===== config.mk =====
export PLATFORM = sky130hd
export DESIGN_NAME = gcode_line_token_parser
export DESIGN_NICKNAME = d
export VERILOG_FILES = /design/src/rtl/gclp_pkg.sv /design/src/rtl/gcode_line_token_parser.sv /design/src/rtl/gclp_front.sv /design/src/rtl/gclp_queue.sv /design/src/rtl/gclp_scale.sv
export SDC_FILE = /design/constraint.sdc
export NUM_CORES = 1
export LEC_CHECK = 0
export ABC_AREA = 1
export BUFFER_PORTS_ARGS = -buffer_cell sky130_fd_sc_hd__buf_2
export CAP_MARGIN = 25
export CELL_PAD_IN_SITES_DETAIL_PLACEMENT = 0
export CELL_PAD_IN_SITES_GLOBAL_PLACEMENT = 1
export CORE_ASPECT_RATIO = 0.6
export CORE_MARGIN = 2
export CORE_UTILIZATION = 48
export DETAILED_ROUTE_END_ITERATION = 10
export MAX_ROUTING_LAYER = met4
export PLACE_DENSITY_LB_ADDON = 0.1
export SKIP_CTS_REPAIR_TIMING = 1
export SLEW_MARGIN = 10
export SYNTH_ARGS = -nofsm -noshare
export SYNTH_HDL_FRONTEND = slang
export SYNTH_SLANG_ARGS = --single-unit

===== constraint.sdc =====
create_clock -name clk -period 6.5 [get_ports clk]
set_input_delay 0.325 -clock clk [delete_from_list [all_inputs] [get_ports clk]]
set_output_delay 0.325 -clock clk [all_outputs]
set_load 0.03 [all_outputs]

===== src/rtl/gclp_pkg.sv =====
// ----------------------------------------------------------------------------
// gclp_pkg
// Types, character codes and helpers shared by the G-code line parser.
// ----------------------------------------------------------------------------
package gclp_pkg;

  localparam logic [7:0] CH_NUL   = 8'h00;
  localparam logic [7:0] CH_SPACE = 8'h20;
  localparam logic [7:0] CH_MINUS = 8'h2D;
  localparam logic [7:0] CH_POINT = 8'h2E;
  localparam logic [7:0] CH_ZERO  = 8'h30;
  localparam logic [7:0] CH_NINE  = 8'h39;
  localparam logic [7:0] CH_EXP   = 8'h65;

  localparam int MANT_W = 60;
  localparam int MAG_W  = 48;
  localparam logic [MANT_W-1:0] MANT_SAT = '1;

  typedef enum logic [1:0] {
    PH_CLASS,
    PH_NUMBER,
    PH_LETTER,
    PH_SKIP
  } phase_t;

  typedef enum logic [1:0] {
    BK_IDLE,
    BK_MUL,
    BK_DIV,
    BK_FIN
  } bk_state_t;

  // One finished token as handed from the front to the scaler.
  typedef struct packed {
    logic [7:0]        letter;
    logic              neg;
    logic [MANT_W-1:0] mant;
    logic [4:0]        frac;
    logic              exp_neg;
    logic [5:0]        exp;
    logic [2:0]        index;
    logic              last;
    logic              err;
    logic              ovf;
  } token_t;

  // 10^n, used at elaboration only.
  function automatic logic [63:0] pow10(input int n);
    logic [63:0] v;
    v = 64'd1;
    for (int i = 0; i < n; i++) begin
      v = v * 64'd10;
    end
    return v;
  endfunction

endpackage


===== src/rtl/gcode_line_token_parser.sv =====
// ----------------------------------------------------------------------------
// gcode_line_token_parser
// Splits a NUL-terminated G-code line into tokens and converts each number
// to signed fixed point with FRAC_BITS fraction bits, saturated to 48 bits.
// ----------------------------------------------------------------------------
//  channel | dir | tdata                              | tuser / tlast
//  in_     | in  | [7:0] ch                           | -
//  out_    | out | [7:0] letter [55:8] value [58:56] idx | tuser[0] format_error,
//          |     |                                    | tuser[1] param_overflow,
//          |     |                                    | tlast line_end
//
//  The classifier takes one character per cycle while the token queue
//  (two entries) has room. A zero or saturated value needs no scaling; a
//  positive power p takes up to p multiplies by ten, and a negative power
//  takes |p| divide-by-ten sweeps over all 4-bit digits of the accumulator,
//  one 4-bit digit of the sweep per cycle. Reset (rst_n low, sync)
//  clears all control state; no clearing pass. A stalled output holds the
//  result register and backs up into the queue, then into in_tready.
// ----------------------------------------------------------------------------
module gcode_line_token_parser import gclp_pkg::*; #(
  parameter int MAX_PARAMS = 6,
  parameter int FRAC_BITS  = 16,
  parameter int MAX_DIGITS = 18
) (
  input  logic        clk,
  input  logic        rst_n,
  input  logic        in_tvalid,
  output logic        in_tready,
  input  logic [7:0]  in_tdata,   // [7:0] ch
  output logic        out_tvalid,
  input  logic        out_tready,
  output logic [63:0] out_tdata,  // [7:0] token_letter, [55:8] token_value,
                                  // [58:56] token_index, rest zero
  output logic [1:0]  out_tuser,  // [0] format_error, [1] param_overflow
  output logic        out_tlast   // line_end
);

  logic             q_full, q_valid, q_push, q_pop;
  token_t           q_in, q_head;
  logic [7:0]       r_letter;
  logic [MAG_W-1:0] r_value;
  logic [2:0]       r_index;
  logic             r_last, r_err, r_ovf;

  // front: accept characters, build token descriptors
  gclp_front #(
    .MAX_PARAMS(MAX_PARAMS),
    .MAX_DIGITS(MAX_DIGITS)
  ) u_front (
    .clk      (clk),
    .rst_n    (rst_n),
    .ch_valid (in_tvalid),
    .ch       (in_tdata),
    .ch_ready (in_tready),
    .q_full   (q_full),
    .push     (q_push),
    .push_tok (q_in)
  );

  // decouple character intake from the multi-cycle scaler
  gclp_queue u_queue (
    .clk      (clk),
    .rst_n    (rst_n),
    .push     (q_push),
    .push_tok (q_in),
    .full     (q_full),
    .pop      (q_pop),
    .valid    (q_valid),
    .head     (q_head)
  );

  // back: scale by the power of ten, saturate, hold for the sink
  gclp_scale #(
    .FRAC_BITS (FRAC_BITS),
    .MAX_DIGITS(MAX_DIGITS)
  ) u_scale (
    .clk        (clk),
    .rst_n      (rst_n),
    .q_valid    (q_valid),
    .q_head     (q_head),
    .q_pop      (q_pop),
    .res_valid  (out_tvalid),
    .res_ready  (out_tready),
    .res_letter (r_letter),
    .res_value  (r_value),
    .res_index  (r_index),
    .res_last   (r_last),
    .res_err    (r_err),
    .res_ovf    (r_ovf)
  );

  assign out_tdata = {5'd0, r_index, r_value, r_letter};
  assign out_tuser = {r_ovf, r_err};
  assign out_tlast = r_last;

  // a closing token (letter NUL) only ever ends a line
  a_nul_is_last: assert property (@(posedge clk) disable iff (!rst_n)
    out_tvalid && out_tdata[7:0] == 8'h00 |-> out_tlast)
    else $error("closing token without line_end");

  // a closing token carries a zero value
  a_nul_zero: assert property (@(posedge clk) disable iff (!rst_n)
    out_tvalid && out_tdata[7:0] == 8'h00 |-> out_tdata[55:8] == '0)
    else $error("closing token with nonzero value");

  // token index never exceeds the parameter limit
  a_index_range: assert property (@(posedge clk) disable iff (!rst_n)
    out_tvalid |-> out_tdata[58:56] <= 3'(MAX_PARAMS))
    else $error("token index beyond limit");

  // the queue is not popped while it is empty
  a_pop_valid: assert property (@(posedge clk) disable iff (!rst_n)
    q_pop |-> q_valid)
    else $error("pop from empty token queue");

endmodule


===== src/rtl/gclp_front.sv =====
// ----------------------------------------------------------------------------
// gclp_front
// Character classifier: tracks the line phase, accumulates mantissa and
// exponent digits, and pushes one token descriptor per finished token.
// ----------------------------------------------------------------------------
module gclp_front import gclp_pkg::*; #(
  parameter int MAX_PARAMS = 6,
  parameter int MAX_DIGITS = 18
) (
  input  logic       clk,
  input  logic       rst_n,
  input  logic       ch_valid,
  input  logic [7:0] ch,
  output logic       ch_ready,
  input  logic       q_full,
  output logic       push,
  output token_t     push_tok
);

  localparam logic [63:0] DIG_LIMIT = pow10(MAX_DIGITS);

  phase_t            phase_r, phase_nxt;
  logic [7:0]        letter_r, letter_nxt;
  logic              neg_r, neg_nxt;
  logic [MANT_W-1:0] mant_r, mant_nxt;
  logic [4:0]        frac_r, frac_nxt;
  logic              point_r, point_nxt;
  logic              in_exp_r, in_exp_nxt;
  logic              exp_neg_r, exp_neg_nxt;
  logic [5:0]        exp_r, exp_nxt;
  logic [2:0]        count_r, count_nxt;
  logic              err_r, err_nxt;
  logic              ovf_r, ovf_nxt;
  logic              seg_r, seg_nxt;
  logic              exp_point_r, exp_point_nxt;

  logic        take;
  logic        emit;
  logic        emit_end;
  logic        emit_zero;
  logic        err_now;
  logic [3:0]  dig;
  logic [63:0] m_ext;
  logic [9:0]  e_ext;

  assign ch_ready = !q_full;
  assign take     = ch_valid && ch_ready;
  assign dig      = ch[3:0];
  assign m_ext    = (64'(mant_r) << 3) + (64'(mant_r) << 1) + 64'(dig);
  assign e_ext    = (10'(exp_r) << 3) + (10'(exp_r) << 1) + 10'(dig);

  always_comb begin
    phase_nxt     = phase_r;
    letter_nxt    = letter_r;
    neg_nxt       = neg_r;
    mant_nxt      = mant_r;
    frac_nxt      = frac_r;
    point_nxt     = point_r;
    in_exp_nxt    = in_exp_r;
    exp_neg_nxt   = exp_neg_r;
    exp_nxt       = exp_r;
    count_nxt     = count_r;
    ovf_nxt       = ovf_r;
    seg_nxt       = seg_r;
    exp_point_nxt = exp_point_r;
    err_now       = 1'b0;
    emit          = 1'b0;
    emit_end      = 1'b0;
    emit_zero     = 1'b0;
    if (take) begin
      case (phase_r)
        PH_CLASS: begin
          if (ch != CH_NUL) begin
            letter_nxt = ch;
            phase_nxt  = PH_NUMBER;
          end
        end
        PH_NUMBER: begin
          if (ch == CH_NUL) begin
            emit     = 1'b1;
            emit_end = 1'b1;
          end else if (ch == CH_SPACE) begin
            emit      = 1'b1;
            phase_nxt = PH_LETTER;
          end else if (ch >= CH_ZERO && ch <= CH_NINE) begin
            seg_nxt = 1'b1;
            if (in_exp_r) begin
              if (!exp_point_r) begin
                exp_nxt = (e_ext > 10'd63) ? 6'd63 : e_ext[5:0];
              end
            end else if (64'(mant_r) < DIG_LIMIT) begin
              if (m_ext < DIG_LIMIT) begin
                mant_nxt = m_ext[MANT_W-1:0];
                if (point_r) begin
                  frac_nxt = frac_r + 5'd1;
                end
              end else if (!point_r) begin
                mant_nxt = MANT_SAT;
              end
            end
          end else if (ch == CH_MINUS) begin
            if (seg_r) begin
              err_now = 1'b1;
            end else begin
              seg_nxt = 1'b1;
              if (in_exp_r) begin
                exp_neg_nxt = 1'b1;
              end else begin
                neg_nxt = 1'b1;
              end
            end
          end else if (ch == CH_POINT) begin
            if (in_exp_r) begin
              if (exp_point_r) begin
                err_now = 1'b1;
              end
              exp_point_nxt = 1'b1;
            end else if (point_r) begin
              err_now = 1'b1;
            end else begin
              point_nxt = 1'b1;
              seg_nxt   = 1'b1;
            end
          end else if (ch == CH_EXP) begin
            if (in_exp_r) begin
              err_now = 1'b1;
            end else begin
              in_exp_nxt = 1'b1;
              seg_nxt    = 1'b0;
            end
          end else begin
            err_now = 1'b1;
          end
        end
        PH_LETTER: begin
          if (ch == CH_NUL) begin
            err_now   = 1'b1;
            emit      = 1'b1;
            emit_end  = 1'b1;
            emit_zero = 1'b1;
          end else if (ch == CH_SPACE) begin
            err_now = 1'b1;
          end else if (count_r >= 3'(MAX_PARAMS)) begin
            ovf_nxt   = 1'b1;
            phase_nxt = PH_SKIP;
          end else begin
            count_nxt  = count_r + 3'd1;
            letter_nxt = ch;
            phase_nxt  = PH_NUMBER;
          end
        end
        PH_SKIP: begin
          if (ch == CH_NUL) begin
            emit      = 1'b1;
            emit_end  = 1'b1;
            emit_zero = 1'b1;
          end else if (ch == CH_SPACE) begin
            phase_nxt = PH_LETTER;
          end
        end
        default: begin
          phase_nxt = PH_CLASS;
        end
      endcase
      // a new token or a finished one starts from a clean number
      if (emit || phase_nxt == PH_NUMBER && phase_r != PH_NUMBER) begin
        neg_nxt       = 1'b0;
        mant_nxt      = '0;
        frac_nxt      = '0;
        point_nxt     = 1'b0;
        in_exp_nxt    = 1'b0;
        exp_neg_nxt   = 1'b0;
        exp_nxt       = '0;
        seg_nxt       = 1'b0;
        exp_point_nxt = 1'b0;
      end
      if (emit_end) begin
        count_nxt = '0;
        ovf_nxt   = 1'b0;
        phase_nxt = PH_CLASS;
      end
    end
    err_nxt = emit ? 1'b0 : (err_r | err_now);
  end

  always_comb begin
    push              = emit;
    push_tok.letter   = emit_zero ? CH_NUL : letter_r;
    push_tok.neg      = neg_r;
    push_tok.mant     = emit_zero ? '0 : mant_r;
    push_tok.frac     = frac_r;
    push_tok.exp_neg  = exp_neg_r;
    push_tok.exp      = exp_r;
    push_tok.index    = count_r;
    push_tok.last     = emit_end;
    push_tok.err      = err_r | err_now;
    push_tok.ovf      = ovf_r;
  end

  always_ff @(posedge clk) begin
    if (!rst_n) begin
      phase_r     <= PH_CLASS;
      letter_r    <= '0;
      neg_r       <= 1'b0;
      mant_r      <= '0;
      frac_r      <= '0;
      point_r     <= 1'b0;
      in_exp_r    <= 1'b0;
      exp_neg_r   <= 1'b0;
      exp_r       <= '0;
      count_r     <= '0;
      err_r       <= 1'b0;
      ovf_r       <= 1'b0;
      seg_r       <= 1'b0;
      exp_point_r <= 1'b0;
    end else begin
      phase_r     <= phase_nxt;
      letter_r    <= letter_nxt;
      neg_r       <= neg_nxt;
      mant_r      <= mant_nxt;
      frac_r      <= frac_nxt;
      point_r     <= point_nxt;
      in_exp_r    <= in_exp_nxt;
      exp_neg_r   <= exp_neg_nxt;
      exp_r       <= exp_nxt;
      count_r     <= count_nxt;
      err_r       <= err_nxt;
      ovf_r       <= ovf_nxt;
      seg_r       <= seg_nxt;
      exp_point_r <= exp_point_nxt;
    end
  end

endmodule


===== src/rtl/gclp_queue.sv =====
// ----------------------------------------------------------------------------
// gclp_queue
// Two-entry token queue between the classifier and the scaler.
// ----------------------------------------------------------------------------
module gclp_queue import gclp_pkg::*; (
  input  logic   clk,
  input  logic   rst_n,
  input  logic   push,
  input  token_t push_tok,
  output logic   full,
  input  logic   pop,
  output logic   valid,
  output token_t head
);

  token_t     mem_r [2];
  logic       wr_r, wr_nxt;
  logic       rd_r, rd_nxt;
  logic [1:0] cnt_r, cnt_nxt;

  assign full  = (cnt_r == 2'd2);
  assign valid = (cnt_r != 2'd0);
  assign head  = mem_r[rd_r];

  always_comb begin
    wr_nxt  = push ? ~wr_r : wr_r;
    rd_nxt  = pop ? ~rd_r : rd_r;
    cnt_nxt = cnt_r + (push ? 2'd1 : 2'd0) - (pop ? 2'd1 : 2'd0);
  end

  always_ff @(posedge clk) begin
    if (push) begin
      mem_r[wr_r] <= push_tok;
    end
  end

  always_ff @(posedge clk) begin
    if (!rst_n) begin
      wr_r  <= 1'b0;
      rd_r  <= 1'b0;
      cnt_r <= '0;
    end else begin
      wr_r  <= wr_nxt;
      rd_r  <= rd_nxt;
      cnt_r <= cnt_nxt;
    end
  end

endmodule


===== src/rtl/gclp_scale.sv =====
// ----------------------------------------------------------------------------
// gclp_scale
// Scales a token mantissa by its power of ten into signed fixed point,
// one multiply by ten per cycle or one divide by ten per word sweep, and
// holds the result in the output register.
// ----------------------------------------------------------------------------
module gclp_scale import gclp_pkg::*; #(
  parameter int FRAC_BITS  = 16,
  parameter int MAX_DIGITS = 18
) (
  input  logic               clk,
  input  logic               rst_n,
  input  logic               q_valid,
  input  token_t             q_head,
  output logic               q_pop,
  output logic               res_valid,
  input  logic               res_ready,
  output logic [7:0]         res_letter,
  output logic [MAG_W-1:0]   res_value,
  output logic [2:0]         res_index,
  output logic               res_last,
  output logic               res_err,
  output logic               res_ovf
);

  localparam int ACC_W = ((MANT_W + FRAC_BITS + 3) / 4) * 4;
  localparam int NCH   = ACC_W / 4;
  localparam int CH_W  = $clog2(NCH);
  localparam logic [63:0]      DIG_LIMIT = pow10(MAX_DIGITS);
  localparam logic [ACC_W-1:0] CAP_ACC   = ACC_W'(64'd1 << (MAG_W - 1));
  localparam logic [ACC_W-1:0] CAP_PRE   = ACC_W'(64'd1 << (MAG_W - 1 - FRAC_BITS));
  localparam logic [MAG_W-1:0] CAP       = MAG_W'(64'd1 << (MAG_W - 1));

  bk_state_t        state_r, state_nxt;
  logic [ACC_W-1:0] acc_r, acc_nxt;
  logic [6:0]       cnt_r, cnt_nxt;
  logic [CH_W-1:0]  chunk_r, chunk_nxt;
  logic [3:0]       rem_r, rem_nxt;
  logic             last_div_r, last_div_nxt;
  logic [MAG_W-1:0] mag_r, mag_nxt;
  logic [7:0]       letter_r;
  logic             neg_r;
  logic [2:0]       index_r;
  logic             end_r, err_r, ovf_r;

  logic             ov_r, ov_nxt;
  logic [MAG_W-1:0] val_r, val_nxt;
  logic [7:0]       oletter_r;
  logic [2:0]       oindex_r;
  logic             oend_r, oerr_r, oovf_r;
  logic             load_out;

  logic signed [7:0] p;
  logic [7:0]        p_neg;
  logic [6:0]        dcnt;
  logic [4:0]        r;
  logic [3:0]        q;
  logic [ACC_W-1:0]  quot;
  logic [MAG_W-1:0]  mag_c;

  assign p = (q_head.exp_neg ? -$signed({2'b00, q_head.exp}) : $signed({2'b00, q_head.exp}))
             - $signed({3'b000, q_head.frac});
  assign p_neg = 8'(-p);
  assign dcnt  = p_neg[6:0] - 7'd1;

  // four restoring steps of long division by ten
  always_comb begin
    r = {1'b0, rem_r};
    q = '0;
    for (int i = 0; i < 4; i++) begin
      r = {r[3:0], acc_r[ACC_W-1-i]};
      if (r >= 5'd10) begin
        r       = r - 5'd10;
        q[3-i]  = 1'b1;
      end
    end
    quot = {acc_r[ACC_W-5:0], q};
  end

  assign mag_c   = (!neg_r && mag_r == CAP) ? CAP - MAG_W'(1) : mag_r;
  assign load_out = (state_r == BK_FIN) && (!ov_r || res_ready);
  assign q_pop   = (state_r == BK_IDLE) && q_valid;

  always_comb begin
    state_nxt    = state_r;
    acc_nxt      = acc_r;
    cnt_nxt      = cnt_r;
    chunk_nxt    = chunk_r;
    rem_nxt      = rem_r;
    last_div_nxt = last_div_r;
    mag_nxt      = mag_r;
    case (state_r)
      BK_IDLE: begin
        if (q_valid) begin
          chunk_nxt = '0;
          rem_nxt   = '0;
          if (64'(q_head.mant) >= DIG_LIMIT) begin
            mag_nxt   = CAP;
            state_nxt = BK_FIN;
          end else if (q_head.mant == '0) begin
            mag_nxt   = '0;
            state_nxt = BK_FIN;
          end else if (!p[7]) begin
            acc_nxt   = ACC_W'(q_head.mant);
            cnt_nxt   = p[6:0];
            state_nxt = BK_MUL;
          end else begin
            acc_nxt      = (ACC_W'(q_head.mant) << FRAC_BITS)
                           + ((dcnt == 7'd0) ? ACC_W'(5) : ACC_W'(0));
            cnt_nxt      = dcnt;
            last_div_nxt = (dcnt == 7'd0);
            state_nxt    = BK_DIV;
          end
        end
      end
      BK_MUL: begin
        if (cnt_r == 7'd0 || acc_r > CAP_ACC) begin
          mag_nxt   = (acc_r > CAP_PRE) ? CAP : MAG_W'(acc_r << FRAC_BITS);
          state_nxt = BK_FIN;
        end else begin
          acc_nxt = (acc_r << 3) + (acc_r << 1);
          cnt_nxt = cnt_r - 7'd1;
        end
      end
      BK_DIV: begin
        acc_nxt   = quot;
        rem_nxt   = r[3:0];
        chunk_nxt = chunk_r + CH_W'(1);
        if (chunk_r == CH_W'(NCH - 1)) begin
          chunk_nxt = '0;
          rem_nxt   = '0;
          if (last_div_r) begin
            mag_nxt   = (quot > CAP_ACC) ? CAP : quot[MAG_W-1:0];
            state_nxt = BK_FIN;
          end else begin
            cnt_nxt = cnt_r - 7'd1;
            if (cnt_r == 7'd1) begin
              acc_nxt      = quot + ACC_W'(5);
              last_div_nxt = 1'b1;
            end
          end
        end
      end
      BK_FIN: begin
        if (load_out) begin
          state_nxt = BK_IDLE;
        end
      end
      default: begin
        state_nxt = BK_IDLE;
      end
    endcase
  end

  always_comb begin
    ov_nxt  = ov_r && !res_ready;
    val_nxt = val_r;
    if (load_out) begin
      ov_nxt  = 1'b1;
      val_nxt = neg_r ? MAG_W'(-mag_c) : mag_c;
    end
  end

  always_ff @(posedge clk) begin
    if (q_pop) begin
      letter_r <= q_head.letter;
      neg_r    <= q_head.neg;
      index_r  <= q_head.index;
      end_r    <= q_head.last;
      err_r    <= q_head.err;
      ovf_r    <= q_head.ovf;
    end
    if (load_out) begin
      oletter_r <= letter_r;
      oindex_r  <= index_r;
      oend_r    <= end_r;
      oerr_r    <= err_r;
      oovf_r    <= ovf_r;
    end
    acc_r      <= acc_nxt;
    cnt_r      <= cnt_nxt;
    rem_r      <= rem_nxt;
    last_div_r <= last_div_nxt;
    mag_r      <= mag_nxt;
    val_r      <= val_nxt;
  end

  always_ff @(posedge clk) begin
    if (!rst_n) begin
      state_r <= BK_IDLE;
      chunk_r <= '0;
      ov_r    <= 1'b0;
    end else begin
      state_r <= state_nxt;
      chunk_r <= chunk_nxt;
      ov_r    <= ov_nxt;
    end
  end

  assign res_valid  = ov_r;
  assign res_letter = oletter_r;
  assign res_value  = val_r;
  assign res_index  = oindex_r;
  assign res_last   = oend_r;
  assign res_err    = oerr_r;
  assign res_ovf    = oovf_r;

endmodule

==> results by group <==
Placed design
  • Placed Area: 0.0393 mm²
  • Hpwl dp: 112000 µm
  • Port bufs: 75
  • Gpl congestion: 1.09

Power
  • Switching power: 12.3 mW
  • Leak Pwr: 17.8 nW
  • P_int: 10.1 mW
  • Clk pwr share: 0.136
  • Sw frac: 0.548
  • P per Cell Area: 545 mW/mm²
  • Sequential Power Share: 0.259
  • Comb pwr share: 0.605
  • Peak VDD IR: 0.468 mV

Global routing
  • Number of global-route vias before repair: 33884
  • Initial antenna violation count: 3
  • GRT Total Usage: 0.351
  • Overflow after GRT: 0
  • Largest net degree at the start of global routing: 85
  • First-pass GRT wire length: 213000 µm

Worst hold path
  • Hold crit path type: input pin to register
  • Worst hold stages: 3
  • Worst Hold End: u_front.letter_r[4]
  • Hold path start: in_tdata[4]

Yosys
  • Area leader, netlist: edfxtp_1
  • Yosys reg bits: 492
  • Post-synthesis cell type count: 70
  • Post-synth top flop: edfxtp_1
  • Post-synth EDFFs: 387
  • Post-synth top cells: nand2_1, nor2_1, inv_1, edfxtp_1, a21oi_1
  • Register area share after synthesis: 0.363
  • Synthesized area: 0.0378 mm²
  • Ys async rst share: 0
  • Post-synthesis cell count: 5320
  • Count leader, synth: nand2_1
  • YS warnings: 0
  • Mean Syn Cell Area: 7.11 µm²
  • Top cell type's share of synthesized area: 0.307
  • Synth area leaders: edfxtp_1, nand2_1, nor2_1

Layout
  • Area of the multi-input gates: 0.0204 mm²
  • Fin area: 0.0411 mm²
  • Syn-to-layout area delta: 8.68%
  • Register area: 0.0137 mm²
  • Fin nets: 5608
  • Layout cells sized above 1: 0.0674
  • Fill count: 7812

STA
  • Worst-margin pin slew: 1170 ps
  • # setup viols final: 0
  • Slew headroom: 0.199
  • Setup TNS: 0 ps
  • Post-layout min period: 5920 ps
  • Max frequency: 169 MHz
  • Fin crit share: 0.910
  • RSZ-0062 raised after global routing: false
  • Final hold vios: 0
  • Fin. max-slew vios: 0
  • Worst Clk Skew: 91.8 ps

Routing
  • Initial drt markers: 5217
  • Final ANT Viol Nets: 0
  • WL/cell: 22.1 µm
  • Via density: 5.83
  • Post-Route WL: 142000 µm
  • Drt drc: 0
  • Via Count: 37659
  • Pre-antenna DRT Iters: 6

Clock tree
  • Worst skew pair latency: 670 ps
  • Maximum clock insertion buffer count: 3
  • CTS HTree Levels: 2
  • Total CTS buffers: 50
  • Clk root buf: clkbuf_16
  • Sink Count: 492
  • CTS tree: built
  • Clk slew on worst S/H paths: 60 ps

Floorplanning
  • IO Count: 81
  • DIE AREA: 0.0811 mm²
  • DIE WIDTH: 366 µm
  • Number of core rows: 79
  • Core area: 0.0778 mm²
  • Die Y: 221 µm
  • Initial Util: 0.486

Setup path
  • Setup CP Type: register to register
  • Reg2Reg Depth: 21
  • Flop2flop setup slack: 580 ps
  • Crit Reg-Reg Startpoint: u_front.mant_r[21]
  • Critical Path RT: 7010 ps
  • Worst setup SP type: register
  • Crit. End Element: register
  • Worst EP arrival: 6430 ps
  • Max FO, Critical Path: 58
  • Worst r2r dst: u_front.mant_r[44]

Outcome
  • Status: finished, final reports clean

Job
  • Maxcap violations: 0
[registers in the layout, summed over array words and instances, names as in the netlist, 6 cells and up, named ones only]
register	cells
u_front.mant_r	60
u_scale.acc_r	76
u_scale.mag_r	48
u_front.letter_r	8
u_front.exp_r	6
u_scale.cnt_r	7
u_queue.mem_r	174
u_scale.res_letter	8
u_scale.letter_r	8
u_scale.res_value	48
[worst max-delay path, stage by stage, from the launching register on]
cell and delay [ps]:
dfxtp_1 420, ha_1 270, ha_1 470, nand2_1 140, nor2_1 320, nand2_1 160
nor4_1 780, nand3_1 160, nand3_1 280, xor2_1 220, nand4_1 130, inv_1 90
nand2_1 90, nor2_1 410, nand3_4 190, nand3_4 360, nand3_4 210, nand2_4 510
buf_12 290, nand2_1 100, nand2_1 70, nor2_1 50
[final cells by class]
cell class                 instances  share of cell area
multi-input combinational       3856               0.497
inverter                         843              0.0770
antenna                            3            0.000183
timing repair buffer             115              0.0183
clock inverter                    34             0.00925
sequential                       492               0.334
tap                             1053              0.0321
clock buffer                      60              0.0323
[per-stage QoR]
step	hold WS [ps]	power, mW	utilization	cells	setup WS, ps
finish	19.7	22.4	0.528	6456	583
global route	23.4	24.0	0.528	6455	4.94
CTS	-74.6	21.9	0.528	6447	780
detailed placement	405	18.8	0.506	6353	887
global placement	401	18.8	0.506	6353	823
floorplan	400	14.4	-	5324	845
[logic make-up (layout without fill, tap and decap cells)]
group | Yosys count | after routing | share of synthesized area
buffers and inverters | 976 | 1052 | 0.0991
other | 1 | 8 | 0.0000992
adder cells (fa/ha/maj) | 238 | 238 | 0.0799
AO/OA/AOI/OAI | 1009 | 1009 | 0.150
flip-flops | 492 | 492 | 0.363
XOR/XNOR | 85 | 85 | 0.0197
multiplexers | 27 | 27 | 0.00718
AND/OR/NAND/NOR | 2492 | 2492 | 0.281
[routing by layer]
layer / GRT usage / part of all wire / routed length (µm)
met5: - / 0 / 0
met4: 0.0483 / 0.014 / 1930
met3: 0.120 / 0.14 / 19700
met2: 0.422 / 0.36 / 50600
met1: 0.554 / 0.49 / 70200
[how the worst max path moves through the flow]
stage                                  start                  end  cells past startpoint
after floorplan                  in_tdata[1]  u_queue.mem_r[0][0]                      9
after global placement      u_scale.rem_r[0]    u_scale.mag_r[28]                     37
after detailed placement    u_scale.rem_r[0]    u_scale.acc_r[24]                     41
after CTS                   u_scale.rem_r[0]    u_scale.acc_r[24]                     41
after global routing        u_scale.rem_r[0]    u_scale.acc_r[24]                     41
final                     u_front.mant_r[21]   u_front.mant_r[44]                     21
[power groups by stage]
| stage | clock [mW] | combinational (mW) | sequential, mW |
|---|---|---|---|
| floorplan | 0 | 9.19 | 5.25 |
| global placement | 0 | 13.1 | 5.78 |
| detailed placement | 0 | 13.0 | 5.77 |
| CTS | 3.07 | 13.1 | 5.72 |
| global route | 3.19 | 15.0 | 5.84 |
| finish | 3.04 | 13.6 | 5.79 |
[layout by cell type, fill, tap and decap left out, types with 29 or more instances in the layout]
cell type / n
nand2_1: 1009
nor2_1: 802
inv_1: 787
edfxtp_1: 387
a21oi_1: 366
o21ai_0: 355
nand3_1: 300
ha_1: 229
nor3_1: 112
dfxtp_1: 104
nand4_1: 84
buf_2: 77
a31oi_1: 73
or2_2: 65
xor2_1: 64
nor4_1: 62
clkbuf_16: 50
inv_2: 49
o21ai_1: 35
o211ai_1: 33
buf_4: 29
(Power assumes the default switching activity.)
